File: src/ctss_pkg.sv
`timescale 1ns / 1ps
`default_nettype none

package ctss_pkg;

    localparam int TABLE_DEPTH = 1024;
    localparam int STACK_DEPTH = 1024;

    localparam int OP_W     = 2;
    localparam int SLOT_W   = 10;
    localparam int ADDR_W   = 32;
    localparam int STATUS_W = 3;
    localparam int INDEX_W  = 10;
    localparam int DEPTH_W  = 11;
    localparam int CFG_W    = 11;

    localparam int TABLE_AW = $clog2(TABLE_DEPTH);
    localparam int STACK_AW = $clog2(STACK_DEPTH);
    localparam int SCAN_W   = $clog2(TABLE_DEPTH + 1);
    localparam int COUNT_W  = $clog2(STACK_DEPTH + 1);

    typedef logic [OP_W-1:0]     op_t;
    typedef logic [SLOT_W-1:0]   slot_t;
    typedef logic [ADDR_W-1:0]   addr_t;
    typedef logic [STATUS_W-1:0] status_t;
    typedef logic [INDEX_W-1:0]  index_t;
    typedef logic [DEPTH_W-1:0]  depth_t;
    typedef logic [CFG_W-1:0]    cfg_t;
    typedef logic [TABLE_AW-1:0] tbl_addr_t;
    typedef logic [STACK_AW-1:0] stk_addr_t;
    typedef logic [SCAN_W-1:0]   scan_t;
    typedef logic [COUNT_W-1:0]  count_t;

    localparam op_t OP_LOAD = 2'd0;
    localparam op_t OP_CALL = 2'd1;
    localparam op_t OP_RET  = 2'd2;

    localparam status_t STS_LOADED = 3'd0;
    localparam status_t STS_PUSHED = 3'd1;
    localparam status_t STS_FULL   = 3'd2;
    localparam status_t STS_POPPED = 3'd3;
    localparam status_t STS_EMPTY  = 3'd4;

    typedef struct packed {
        logic   known;
        index_t index;
    } frame_t;

    typedef struct packed {
        logic accept;
        logic scan_start;
        logic scan_step;
        logic pop_read;
        logic finish;
    } cmd_t;

    typedef struct packed {
        logic scan_done;
        logic out_free;
    } sts_t;

endpackage

`default_nettype wire

File: src/ctss_ctrl.sv
`timescale 1ns / 1ps
`default_nettype none

module ctss_ctrl (
    input  wire logic           clk,
    input  wire logic           rst_n,
    input  wire logic           in_valid,
    input  wire ctss_pkg::op_t  in_op,
    output logic                in_ready,
    output ctss_pkg::cmd_t      cmd,
    input  wire ctss_pkg::sts_t sts
);

    localparam logic [1:0] ST_IDLE = 2'd0;
    localparam logic [1:0] ST_SCAN = 2'd1;
    localparam logic [1:0] ST_POP  = 2'd2;
    localparam logic [1:0] ST_DONE = 2'd3;

    logic [1:0] state_reg;
    logic [1:0] state_next;

    always_comb
    begin
        state_next = state_reg;
        cmd        = '0;
        in_ready   = 1'b0;
        case (state_reg)
            ST_IDLE:
            begin
                in_ready = 1'b1;
                if (in_valid)
                begin
                    case (in_op)
                        ctss_pkg::OP_LOAD:
                        begin
                            cmd.accept = 1'b1;
                            state_next = ST_DONE;
                        end
                        ctss_pkg::OP_CALL:
                        begin
                            cmd.accept     = 1'b1;
                            cmd.scan_start = 1'b1;
                            state_next     = ST_SCAN;
                        end
                        ctss_pkg::OP_RET:
                        begin
                            cmd.accept = 1'b1;
                            state_next = ST_POP;
                        end
                        default:
                        begin
                            // drop the unused op
                            state_next = ST_IDLE;
                        end
                    endcase
                end
            end
            ST_SCAN:
            begin
                cmd.scan_step = 1'b1;
                if (sts.scan_done)
                begin
                    state_next = ST_DONE;
                end
            end
            ST_POP:
            begin
                cmd.pop_read = 1'b1;
                state_next   = ST_DONE;
            end
            ST_DONE:
            begin
                if (sts.out_free)
                begin
                    cmd.finish = 1'b1;
                    state_next = ST_IDLE;
                end
            end
            default:
            begin
                state_next = ST_IDLE;
            end
        endcase
    end

    always_ff @(posedge clk or negedge rst_n)
    begin
        if (!rst_n)
        begin
            state_reg <= ST_IDLE;
        end
        else
        begin
            state_reg <= state_next;
        end
    end

endmodule

`default_nettype wire

File: config.mk
export PLATFORM = sky130hd
export DESIGN_NAME = ctss_ctrl
export DESIGN_NICKNAME = d
export VERILOG_FILES = /design/src/ctss_pkg.sv /design/src/ctss_ctrl.sv
export SDC_FILE = /design/constraint.sdc
export NUM_CORES = 1
export LEC_CHECK = 0
export ABC_AREA = 0
export BUFFER_PORTS_ARGS = -buffer_cell sky130_fd_sc_hd__buf_2
export CAP_MARGIN = 15
export CORE_AREA = 2 2 39 41
export CTS_BUF_LIST = sky130_fd_sc_hd__clkbuf_8
export DETAILED_ROUTE_END_ITERATION = 10
export DIE_AREA = 0 0 41 43
export GPL_ROUTABILITY_DRIVEN = 0
export PLACE_DENSITY_LB_ADDON = 0.05
export SLEW_MARGIN = 0
export SYNTH_ARGS = -nofsm -noshare
export SYNTH_HDL_FRONTEND = slang
export SYNTH_SLANG_ARGS = --single-unit
export TNS_END_PERCENT = 5
File: constraint.sdc
create_clock -name clk -period 3.1 [get_ports clk]
set_input_delay 0.155 -clock clk [delete_from_list [all_inputs] [get_ports clk]]
set_output_delay 0.155 -clock clk [all_outputs]
set_load 0.01 [all_outputs]
## After elaboration in Yosys (flattened, before gate mapping)

Index checks and enable logic that the tools add are counted.

- Muxes and demuxes: 14
- Reduce and logical (&&, ||, !) cells: 4
- Equality and inequality tests: 8

Operators by type and width:

| kind | number |
|---|---|
| 2-bit 2-to-1 mux | 5 |
| 2-bit one-hot mux with 4 select lines | 1 |
| 1-bit 2-to-1 mux | 7 |
| 2-bit == test, second input constant | 3 |
| 2-bit inequality test, second input constant | 3 |
| 2-bit one-hot mux with 3 select lines | 1 |
| 2-bit by 1-bit == test with 1-bit output, second input constant | 2 |
| 2-bit zero test | 2 |
| 3-bit AND reduction | 1 |
| 3-bit OR reduction | 1 |

- Input port bits: 7
- Logic and storage cells: 27
- Output and inout port bits: 6
- Flip-flop bits (word level): 2

## Logic depth before layout (Yosys ltp)

Gate-level depths: netlist (run 1).

- Word-level depth: 5
- Depth in mapped cells: 5
- Gate-level depth less buffers: 5

## Worst setup path before layout (run 1)

OpenSTA, ideal clock, no wires.

- Path kind: reg-to-reg
- Start point: register state_reg[0]
- End point: register state_reg[0]
- Setup time: 125 ps
- Buffers on the path: 0
- Period minus slack after synthesis: 1604 ps
- Arrival time: 1480 ps
- Stages on the path, launching flop included: 5
- Slack: 1496 ps
- Cell sequence: dfrtp_1 -> inv_1 -> ha_1 -> a222oi_1 -> mux2_2

- Word-level cells in the longest chain between the ends: 3

RTL lines:

| item | line | RTL |
|---|---|---|
| from (decl) | ctss_ctrl.sv:19 | `logic [1:0] state_reg;` |
| from (signal assigned) | ctss_ctrl.sv:94 | `state_reg <= state_next;` |
| 2-bit by 1-bit == test with 1-bit output, or another cell as far along | ctss_ctrl.sv:27 | `case (state_reg)` |
| 2-bit inequality test (no line) | -- |  |
| 3-bit AND reduction (no line) | -- |  |

Parallel ways exist; a longest one is shown, timed or not.
A chain may end at the register's enable or synchronous reset.

## Final worst setup path (run 1)

- Start point: register state_reg[0]
- End point: register state_reg[1]

The elaborated chain is that of the path after synthesis.

==> results of run 1 <==
-- power breakdown --
part / internal, uW / switching, uW
logic: 84.2 / 85.5
clock network: 81.9 / 18.0
registers: 41.7 / 14.8
-- metal layers --
metal / vias to the layer above / track usage (%) / share of wire [%]
li1: 103 / - / -
met1: 101 / 7.348 / 46
met2: 7 / 9.063 / 47
met3: 0 / 4.712 / 7.2
met4: 0 / 4.000 / 0
met5: - / 0 / 0
-- cells in the mapped netlist --
library cell	instances	share of area (%)
clkinvlp_2	1	2.6
and2_1	1	3.2
nand2b_1	1	3.2
dfrtp_1	2	26
inv_1	5	9.6
o21ai_0	2	5.1
nand2_1	1	1.9
nor3b_1	1	3.8
a21oi_1	1	2.6
a222oi_1	1	5.1
ha_1	4	26
mux2_2	2	12
-- area by class of cell --
| cell class | count | share of cell area, % |
|---|---|---|
| flip-flops and latches | 2 | 15.33 |
| well taps | 16 | 6.130 |
| inverters | 6 | 7.280 |
| repair buffers | 13 | 21.46 |
| clock buffers | 3 | 12.64 |
| multi-input cells | 14 | 37.16 |
-- metrics by stage --
stage | instances | hold WS [ps]
2_1_floorplan | 22 | -140.6
3_3_place_gp | 50 | -56.41
3_5_place_dp | 50 | -58.32
4_1_cts | 54 | 262.5
5_1_grt | 54 | 279.7
6_report | 54 | 262.9
-- cell families (layout without fill, tap and decap cells) --
kind of cell,count (synthesis),count (layout),synth area share [%]
buffers and inverters,6,22,12.18
and+or+nand+nor,4,4,12.18
adders and majority gates,4,4,25.64
muxes,2,2,11.54
AOI/OAI and AO/OA,4,4,12.82
DFF,2,2,25.64
-- how the worst max path moves through the flow --
stage	start	slack, ps	endpoint
2_1_floorplan	state_reg[0]	1500	state_reg[0]
3_3_place_gp	state_reg[0]	1390	state_reg[1]
3_5_place_dp	state_reg[0]	1390	state_reg[1]
4_1_cts	state_reg[0]	1380	state_reg[1]
5_1_grt	state_reg[0]	1310	state_reg[0]
6_report	state_reg[0]	1400	state_reg[1]
-- critical path, delay by kind of cell, from the launching register on --
| kind | cells | cell delay (ps) |
|---|---|---|
| AO/OA/AOI/OAI | 1 | 490 |
| buffers and inverters | 1 | 70 |
| flip-flops | 1 | 380 |
| adder cells (fa/ha/maj) | 1 | 240 |
| multiplexers | 1 | 390 |
-- timing repair --
item	in CTS	in global routing
resized for setup	0	0
endpoints found under the hold margin	2	0
hold buffers	1	0
==> metrics.yaml, run 1 <==
place:
  dp_slack_ps: 1393
  dpl-instance-area_um2: 275.3
  numPortBuffers: 12
floorplanning:
  ios: 13
  die_w_um: 41
  fp-row-count: 14
  start_util_pct: 14.10
  die_area_um2: 1763
  die_h_um: 43
  coreArea_um2: 1384
route:
  drc: 0
  route.antenna.remaining_nets: 0
  wl_per_cell_um: 9.056
  via_per_inst: 3.907
  dr.pass1.iters: 4
  num_vias: 211
  wl_um: 489
  drt_iter0_drc: 1
sta:
  final.setup_skew_ps: 1.501
  max_slew_margin_pct: 69.99
  setup_viol: 0
  period_share_pct: 54.74
  rsz0062_at_grt: "false"
  fin_crit_ps: 1697
  fmax_mhz: 589.3
  tightest_slew_ps: 450.2
  hold_viol: 0
  slew_viol_final: 0
  setup_tns_ps: 0
  timing.final.ws_setup_ps: 1403
cts:
  cts_tree: "yes"
  cts-htree-levels: 1
  clk_path_buf_depth: 2
  numCtsBuffers: 3
  clock_latency_ps: 210
  clk_pin_slew_ps: 30
  cts_sinks: 2
  cts-root-buf: "clkbuf_8"
  cts_setup_buffers: 0
worst_setup_path:
  cp_slowest_stage_delay_ps: 490
  critical_path_class: "reg -> reg"
  cp_max_fo: 5
  r2r-start: "state_reg[0]"
  reg2reg_depth: 4
  reg2reg_slack_ps: 1400
  cp_data_arrival_time_ps: 1780
  reg2reg_to: "state_reg[1]"
  crit_chain: "inv_1, ha_1, a222oi_1, mux2_2"
  crit_required_ps: 3190
  end_kind: "flip-flop"
  cp-start-kind: "flip-flop"
  crit_slowest_cell: "a222oi_1"
global_routing:
  overflow: 0
  track_usage_pct: 6.713
  grt_pass1_vias: 207
  grt_max_degree: 6
  grt_pass1_wl_um: 759
  antenna_found_initial: 0
synth:
  syn_inst: 22
  synth.cell_area_um2: 195.2
  ys_warn_count: 0
  synth_seq_area_share_pct: 25.64
  avgSynthCellArea_um2: 8.872
  synth_nets: 33
  synth_cell_types: 12
  synth_seq_cells: 2
finish:
  layout-drive-gt1-share_pct: 47.37
  multi_input_area_um2: 121.4
  stdcell_area_um2: 326.6
  n_fill_cell: 157
  fin_util_pct: 23.60
  layout_common_cells: "12 x buf_2, 5 x inv_1, 4 x ha_1"
  area_delta_synth_final_pct: 67.31
  layout.nets: 51
  largest_reg_flops: 2
  final_common_cell: "buf_2"
  regArea_um2: 50.05
  antenna_cells: 0
pwr:
  powerDensity_nw_per_um2: 998.3
  finalPower_uw: 326.0
  ir_worst_vdd_mv: 0.3492
  p_leak_uw: 0.0001813
hold_path:
  hp-class: "in -> async"
outcome:
  status: "finished clean"
flow_run:
  maxCapViolations: 0
(Power assumes the default switching activity.)
==> run 2: changes to the inputs <==
clock period = 1.5 ns   (was 3.1 ns; I/O delays follow)
==> run 2 against run 1 <==
The run now ends with setup timing left. Global-route usage up 0.90 points. Non-clock buffer count grew 8. Power grew to 2.8 times the previous value. Final area rose by 27%. Clock power rose by 110%. First-iteration DRC count is 100% higher. Hold slack lost 82 ps.
==> metrics.yaml, run 2 (synthesized netlist as in run 1, its figures left out) <==
hold_path:
  hp-class: "in -> async"  # unchanged
finish:
  layout.nets: 59  # was 51
  stdcell_area_um2: 414.1  # was 326.6 um2
  layout-drive-gt1-share_pct: 67.39  # was 47.37%
  final_common_cell: "buf_2"  # unchanged
  largest_reg_flops: 2  # unchanged
  antenna_cells: 0  # unchanged
  area_delta_synth_final_pct: 112.2  # was 67.31%
  layout_common_cells: "12 x buf_2, 8 x buf_4, 3 x inv_1, 3 x clkbuf_8"  # was 12 x buf_2, 5 x inv_1, 4 x ha_1
floorplanning:
  fp-row-count: 14  # unchanged
  die_h_um: 43  # unchanged
  ios: 13  # unchanged
  die_area_um2: 1763  # unchanged
  coreArea_um2: 1384  # unchanged
  start_util_pct: 14.10  # unchanged
  die_w_um: 41  # unchanged
cts:
  cts_tree: "yes"  # unchanged
  cts-root-buf: "clkbuf_8"  # unchanged
  cts_sinks: 2  # unchanged
  cts-htree-levels: 1  # unchanged
  numCtsBuffers: 3  # unchanged
  clk_pin_slew_ps: 30  # about the same
  clk_path_buf_depth: 2  # unchanged
  clock_latency_ps: 210  # about the same
route:
  drc: 0  # unchanged
  wl_per_cell_um: 8.984  # was 9.056 um
  dr.pass1.iters: 4  # unchanged
  route.antenna.remaining_nets: 0  # unchanged
  num_vias: 236  # was 211
  drt_iter0_drc: 2  # was 1
  via_per_inst: 3.806  # was 3.907
  wl_um: 557  # was 489 um
sta:
  whs_ps: 180.5  # was 262.9 ps
  max_slew_margin_pct: 81.59  # was 69.99%
  rsz0062_at_grt: "true"  # was false
  setup_viol: 2  # was 0
  slew_viol_final: 0  # unchanged
  period_share_pct: 103.2  # was 54.74%
  tightest_slew_ps: 276.2  # was 450.2 ps
  fmax_mhz: 646.1  # was 589.3 MHz
  final.setup_skew_ps: 1.110  # was 1.501 ps
  fin_crit_ps: 1548  # was 1697 ps
  timing.final.ws_setup_ps: -47.70  # was 1403 ps
  hold_viol: 0  # unchanged
worst_setup_path:
  critical_path_class: "reg -> reg"  # unchanged
  crit_slowest_cell: "dfrtp_1"  # was a222oi_1
  crit_chain: "inv_2, ha_4, a222oi_1, buf_4, mux2_4"  # was inv_1, ha_1, a222oi_1, mux2_2
  cp_top_family: "flip-flops"  # was compound AO/OA/AOI/OAI gates
  cp_data_arrival_time_ps: 1630  # was 1780 ps
  cp-start-kind: "flip-flop"  # unchanged
  reg2reg_slack_ps: -50  # was 1400 ps
  cp_max_fo: 4  # was 5
  reg2reg_depth: 5  # was 4
  cp_slowest_stage_delay_ps: 410  # was 490 ps
  crit_required_ps: 1590  # was 3190 ps
  cp.depth: 5  # was 4
  crit_buf_inv: 2  # was 1
  end_kind: "flip-flop"  # unchanged
global_routing:
  grt_pass1_wl_um: 917  # was 759 um
  grt_max_degree: 5  # was 6
  track_usage_pct: 7.615  # was 6.713%
  antenna_found_initial: 0  # unchanged
  overflow: 0  # unchanged
  grt_pass1_vias: 242  # was 207
flow_run:
  maxCapViolations: 0  # unchanged
pwr:
  p_clk_share_pct: 22.7  # was 30.6%
  power_frac_comb_pct: 64.0  # was 52.1%
  p_sw_share_pct: 33.67  # was 36.28%
  ir_worst_vdd_mv: 0.7453  # was 0.3492 mV
  power.internal_uw: 610.4  # was 207.7 uW
  p_sw_uw: 309.9  # was 118.3 uW
  powerDensity_nw_per_um2: 2222  # was 998.3 nW/um2
  seqPwrFrac_pct: 13.3  # was 17.3%
  p_leak_uw: 0.0002270  # was 0.0001813 uW
  finalPower_uw: 920.3  # was 326.0 uW
place:
  dpl-instance-area_um2: 312.8  # was 275.3 um2
  dp_slack_ps: -99.47  # was 1393 ps
  numPortBuffers: 12  # unchanged
  hpwl_um: 398.4
outcome:
  failed_checks: "setup timing"
  status: "finished with violations"  # was finished clean
run 2: cell types whose count changed in the layout (fill, tap and decap cells not counted), sizes merged:
| cell | change |
|---|---|
| buf | +8 |
run 2: area by class of cell:
| class | count | area, um2 |
|---|---|---|
| Fill cell | 162 | 969.7 |
| Clock buffer | 3 | 41.29 |
| Tap cell | 16 | 20.02 |
| Timing Repair Buffer | 21 | 130.1 |
| Sequential cell | 2 | 50.05 |
| Inverter | 6 | 23.77 |
| Multi-Input combinational cell | 14 | 148.9 |
run 2: stage by stage:
step                utilization (%)  setup TNS (ps)  cells
floorplan                         -               0     22
global placement              22.60          -153.9     53
detailed placement            22.60          -191.0     53
CTS                           29.57          -24.23     62
global route                  29.93          -303.0     62
finish                        29.93          -94.76     62
run 2: timing repair:
action	CTS	global route
endpoints found under the hold margin	2	0
endpoints found under the setup margin	2	3
pin swaps	2	1
hold buffers	1	0
resized for setup	2	1
buffers inserted	5	0
run 2: path summary, 6_finish.rpt:
kind                              startpoint           end
worst max-delay path            state_reg[0]  state_reg[0]
worst min-delay path                   rst_n  state_reg[1]
worst max register to register  state_reg[0]  state_reg[0]
worst min register to register  state_reg[1]  state_reg[1]
max in group asynchronous              rst_n  state_reg[0]
min in group clk                    in_op[1]  state_reg[0]
run 2: per-layer routing:
metal / vias to the layer above / wire [um] / part of all wire (%) / track usage, %
met3: 0 / 39 / 7.0 / 0
met4: 0 / 0 / 0 / 6.000
li1: 119 / - / - / -
met5: - / 0 / 0 / 0
met1: 108 / 221 / 40 / 8.946
met2: 9 / 296 / 53 / 12.19
run 2: power by group through the flow:
stage | logic, uW | clock network, uW | registers [uW]
after floorplan | 294 | 0 | 114
after global routing | 671 | 216 | 125
final | 589 | 209 | 122
after global placement | 436 | 0 | 124
after CTS | 589 | 216 | 121
after detailed placement | 438 | 0 | 124
